==> config.mk <==
export PLATFORM = sky130hd
export DESIGN_NAME = amdemod_ctrl
export DESIGN_NICKNAME = d
export VERILOG_FILES = /design/src/rtl/assert_macros.svh /design/src/rtl/amdemod_pkg.sv /design/src/rtl/amdemod_ctrl.sv
export SDC_FILE = /design/constraint.sdc
export NUM_CORES = 1
export LEC_CHECK = 0
export BUFFER_PORTS_ARGS = -buffer_cell sky130_fd_sc_hd__buf_4
export CELL_PAD_IN_SITES_DETAIL_PLACEMENT = 0
export CELL_PAD_IN_SITES_GLOBAL_PLACEMENT = 1
export CORE_UTILIZATION = 25
export CTS_CLUSTER_DIAMETER = 120
export CTS_CLUSTER_SIZE = 24
export DETAILED_ROUTE_END_ITERATION = 8
export HOLD_SLACK_MARGIN = 0.06
export PLACE_DENSITY_LB_ADDON = 0.2
export SYNTH_ARGS = -nofsm -noshare
export SYNTH_HDL_FRONTEND = slang
export SYNTH_SLANG_ARGS = --single-unit
==> constraint.sdc <==
create_clock -name clk -period 1 [get_ports clk]
set_input_delay 0.1 -clock clk [delete_from_list [all_inputs] [get_ports clk]]
set_output_delay 0.1 -clock clk [all_outputs]
set_load 0.01 [all_outputs]
==> src/rtl/assert_macros.svh <==
// Assertion macros shared by the demodulator RTL.
// Used only by files that carry concurrent checks.
`ifndef ASSERT_MACROS_SVH
`define ASSERT_MACROS_SVH
// implication checked every clock, disabled in reset
`define CHK_IMPL(lbl, ante, cons) \
  lbl: assert property (@(posedge clk) disable iff (!rst_n) (ante) |-> (cons)) \
    else $error("implication check failed");
// next-cycle implication
`define CHK_NEXT(lbl, ante, cons) \
  lbl: assert property (@(posedge clk) disable iff (!rst_n) (ante) |=> (cons)) \
    else $error("check failed");
`endif

==> src/rtl/amdemod_pkg.sv <==
// Package for the AM envelope demodulator: constants, types, commands.
// No dependencies.
`timescale 1ns / 1ps
`default_nettype none
package amdemod_pkg;
  localparam int SIGNAL_FRAC_BITS_DEF = 14;
  localparam int COEF_FRAC_BITS_DEF   = 30;
  localparam int LP_GUARD             = 6;
  localparam int GAIN_FRAC            = 16;
  localparam int ADDR_W               = 5;

  localparam logic [ADDR_W-1:0] REG_B0     = 5'd0;
  localparam logic [ADDR_W-1:0] REG_B1     = 5'd4;
  localparam logic [ADDR_W-1:0] REG_B2     = 5'd8;
  localparam logic [ADDR_W-1:0] REG_A1     = 5'd12;
  localparam logic [ADDR_W-1:0] REG_A2     = 5'd16;
  localparam logic [ADDR_W-1:0] REG_TARGET = 5'd20;
  localparam logic [ADDR_W-1:0] REG_VOLUME = 5'd24;
  localparam logic [ADDR_W-1:0] REG_DECIM  = 5'd28;

  typedef enum logic [4:0] {
    ST_IDLE, ST_FF, ST_FB, ST_LPO, ST_SQ, ST_SQRT, ST_HP, ST_AGC,
    ST_LVL, ST_DIV, ST_GAIN, ST_VOL, ST_OUT
  } state_t;

  // controller -> datapath
  typedef struct packed {
    logic load;
    logic ff;
    logic fb;
    logic lpo;
    logic sqrt_start;
    logic hp;
    logic agc;
    logic div_start;
    logic gain;
    logic vol;
    logic out_load;
  } dp_cmd_t;

  // datapath -> controller
  typedef struct packed {
    logic sqrt_done;
    logic div_done;
    logic keep;
  } dp_stat_t;
endpackage
`default_nettype wire

==> src/rtl/amdemod_ctrl.sv <==
// Sequencer for the demodulator datapath.
// Depends on amdemod_pkg.
`timescale 1ns / 1ps
`default_nettype none
module amdemod_ctrl (
  input  wire logic                   clk,
  input  wire logic                   rst_n,
  input  wire logic                   in_valid,
  output logic                        in_stall,
  input  wire logic                   out_busy,
  output amdemod_pkg::dp_cmd_t        cmd,
  input  wire amdemod_pkg::dp_stat_t  stat
);
  import amdemod_pkg::*;
  state_t state_r, state_nxt;

  always_ff @(posedge clk) begin
    if (!rst_n) state_r <= ST_IDLE;
    else        state_r <= state_nxt;
  end

  always_comb begin
    state_nxt = state_r;
    cmd = '0;
    in_stall = 1'b1;
    unique case (state_r)
      ST_IDLE: begin
        in_stall = 1'b0;
        if (in_valid) begin
          cmd.load = 1'b1;
          state_nxt = ST_FF;
        end
      end
      ST_FF:  begin cmd.ff = 1'b1;  state_nxt = ST_FB; end
      ST_FB:  begin cmd.fb = 1'b1;  state_nxt = ST_LPO; end
      ST_LPO: begin cmd.lpo = 1'b1; state_nxt = ST_SQ; end
      ST_SQ: begin
        cmd.sqrt_start = 1'b1;
        state_nxt = ST_SQRT;
      end
      ST_SQRT: if (stat.sqrt_done) state_nxt = ST_HP;
      ST_HP:  begin cmd.hp = 1'b1; state_nxt = ST_AGC; end
      ST_AGC: begin
        cmd.agc = 1'b1;
        state_nxt = ST_LVL;
      end
      ST_LVL: begin
        cmd.div_start = 1'b1;
        state_nxt = ST_DIV;
      end
      ST_DIV: if (stat.div_done) state_nxt = ST_GAIN;
      ST_GAIN: begin
        cmd.gain = 1'b1;
        state_nxt = stat.keep ? ST_VOL : ST_IDLE;
      end
      ST_VOL: begin cmd.vol = 1'b1; state_nxt = ST_OUT; end
      ST_OUT: if (!out_busy) begin
        cmd.out_load = 1'b1;
        state_nxt = ST_IDLE;
      end
      default: state_nxt = ST_IDLE;
    endcase
  end
endmodule
`default_nettype wire

==> results.ini <==
[die]
start_util_pct=27.9
core_um2=1350
die_area_um2=1670
dieWidth_um=40.8
chipHeight_um=40.8
ios=19
rows=13

[synthesis]
synth.top_cell.area_share_pct=21.3
synth_nets=63
ys_ff_latch=4
syn_avg_cell_area_um2=6.73
yosysMostFrequentCell=nor2_1
synth_cell_types=25
synth_area_leaders=dfxtp_1 21%, nor2_1 9.0%, nor3_1 8.0%
synth_area_um2=377
synth_edf_count=0
async_flop_share_pct=0
syn_inst=56
yosys-top-cells-count=9 x nor2_1, 6 x nand2_1, 6 x nor3_1
yosys_warnings=0
synth-main-ff-cell=dfxtp_1
yosysSeqAreaShare_pct=21.3
synth_area_leader_cell=dfxtp_1

[routing]
avgRoutedWirePerCell_um=12.7
drtAntennaViolNets=0
num_vias=561
vias_per_cell=5.05
drc=0
drt_pass1_iterations=4
drt_iter0_markers=6
wirelength_mm=1.41

[timing]
clock_skew_ps=3.84
fin_hold_ws_ps=148
setup_tns_ps=-3150
fin_crit_ps=1270
worst_slew_pin_slew_ps=223
finalHoldViolCount=0
worst_slack_ps=-272
min_period_over_period_pct=127
rsz0062_at_grt=true
maxSlewViolCount=0
finalSetupViolCount=16
relSlewSlack_pct=85.1
fmax_ghz=0.786

[final_layout]
fin_nets=105
diodes=0
top_register=state_r
final_cell_count_no_fill=111
largest_reg_flops=4
top_regs=state_r: 4 flops
syn_to_final_growth_pct=141
drive_gt1_share_pct=77.1

[global_routing]
grt_pass1_vias=437
grt_max_degree=9
overflow=0
antenna_found_initial=0
track_usage_pct=16.3
grt_pass1_wl_mm=1.80

[clock_tree]
holdBufCountCts=0
clockBufferDepth=2
cts_tree=yes
clk_latency_ps=230
cts-root-buf=clkbuf_4
cts_sinks=4
cts_buffers=3
clk_pin_slew_worst_paths_ps=30
htree_levels=1

[power_and_ir_drop]
clock_power_share_pct=12.2
intPower_mw=0.982
p_sw_mw=0.636
max-vdd-ir-drop_uv=1060
p_seq_share_pct=19.8
cellLeakagePower_nw=0.414
power.share.switching_pct=39.3
power_density_nw_per_um2=1780
combPwrFrac_pct=68.0

[worst_setup_path]
startpoint_type=flop
worst_ep_arrival_time_ps=1170
critPathKind=reg2out
path_max_fanout=8
worstPathRequired_ps=900
end_kind=output pin

[run_status]
outcome=complete, but fails checks
violations=setup timing

[place]
pre_cts_ws_ps=-205
io_buffers=18
place_inst=99
place.gp.congestion=0.807
dp_hpwl_um=874

[job]
maxCapViolations=0

[min_path]
hold_class=in2reg

-- worst max-delay path, stage by stage (launching register included) --
cell and delay, ps:
dfxtp_4 390, buf_4 150, nor4_2 250, buf_4 160
-- cells in the final DEF, fill, tap and decap left out, drive strengths merged --
master	instances
o22ai	1
dfxtp	4
inv	3
o21ai	3
nor3	6
or2	1
nor2b	1
and3	2
nor3b	2
o21bai	1
clkbuf	3
nand2b	4
nand2	6
o2111ai	1
nor4	1
a21oi	5
a21boi	1
buf	41
nor2	9
a311oi	1
-- path summary, 6_finish.rpt --
check | from | endpoint | slack [ps] | cells past startpoint
setup / recovery | state_r[0] | cmd[0] | -270 | 3
hold reg to reg | state_r[1] | state_r[3] | 660 | 3
hold / removal | rst_n | state_r[0] | 150 | 3
setup reg to reg | state_r[2] | state_r[3] | -260 | 5
-- per-stage QoR --
stage / utilization, % / area (µm²) / total power [mW]
floorplan: - / 393 / 0.650
CTS: 58.2 / 786 / 1.41
global placement: 45.5 / 614 / 0.959
finish: 67.2 / 907 / 1.62
detailed placement: 45.5 / 614 / 0.961
global route: 67.2 / 907 / 1.74
-- power by group through the flow --
stage	Clock, mW	Combinational, mW	Sequential, mW
global route	0.216	1.19	0.332
CTS	0.206	0.909	0.293
finish	0.197	1.10	0.321
global placement	0	0.669	0.289
detailed placement	0	0.671	0.289
floorplan	0	0.422	0.227
-- area by class of cell --
type                    instances  area, µm²
clock buffers                   3       22.5
fillers                       109        443
inverters                       3       13.8
multi-input cells              45        395
flip-flops and latches          4       95.1
well taps                      15       18.8
repair buffers                 41        362
-- layer usage --
| metal | vias to the layer above | GRT usage (%) | routed length [µm] |
|---|---|---|---|
| met2 | 19 | 29.7 | 747 |
| met4 | 0 | 2.50 | 33 |
| met5 | - | 0 | 0 |
| met1 | 263 | 18.4 | 550 |
| met3 | 4 | 5.43 | 76 |
| li1 | 275 | - | - |
-- cells by family (layout without fill, tap and decap cells) --
| kind of cell | Yosys count | in the layout | share of synthesized area (%) |
|---|---|---|---|
| compound gates | 13 | 13 | 23.9 |
| buf+inv | 7 | 47 | 11.3 |
| flops | 4 | 4 | 21.3 |
| simple gates | 32 | 32 | 43.5 |
-- repair_timing --
action | CTS | global route
endpoints found under the setup margin | 16 | 16
gates resized for setup | 28 | 22
pin swaps | 8 | 6
buffers inserted | 6 | 3
(Power assumes the default switching activity.)
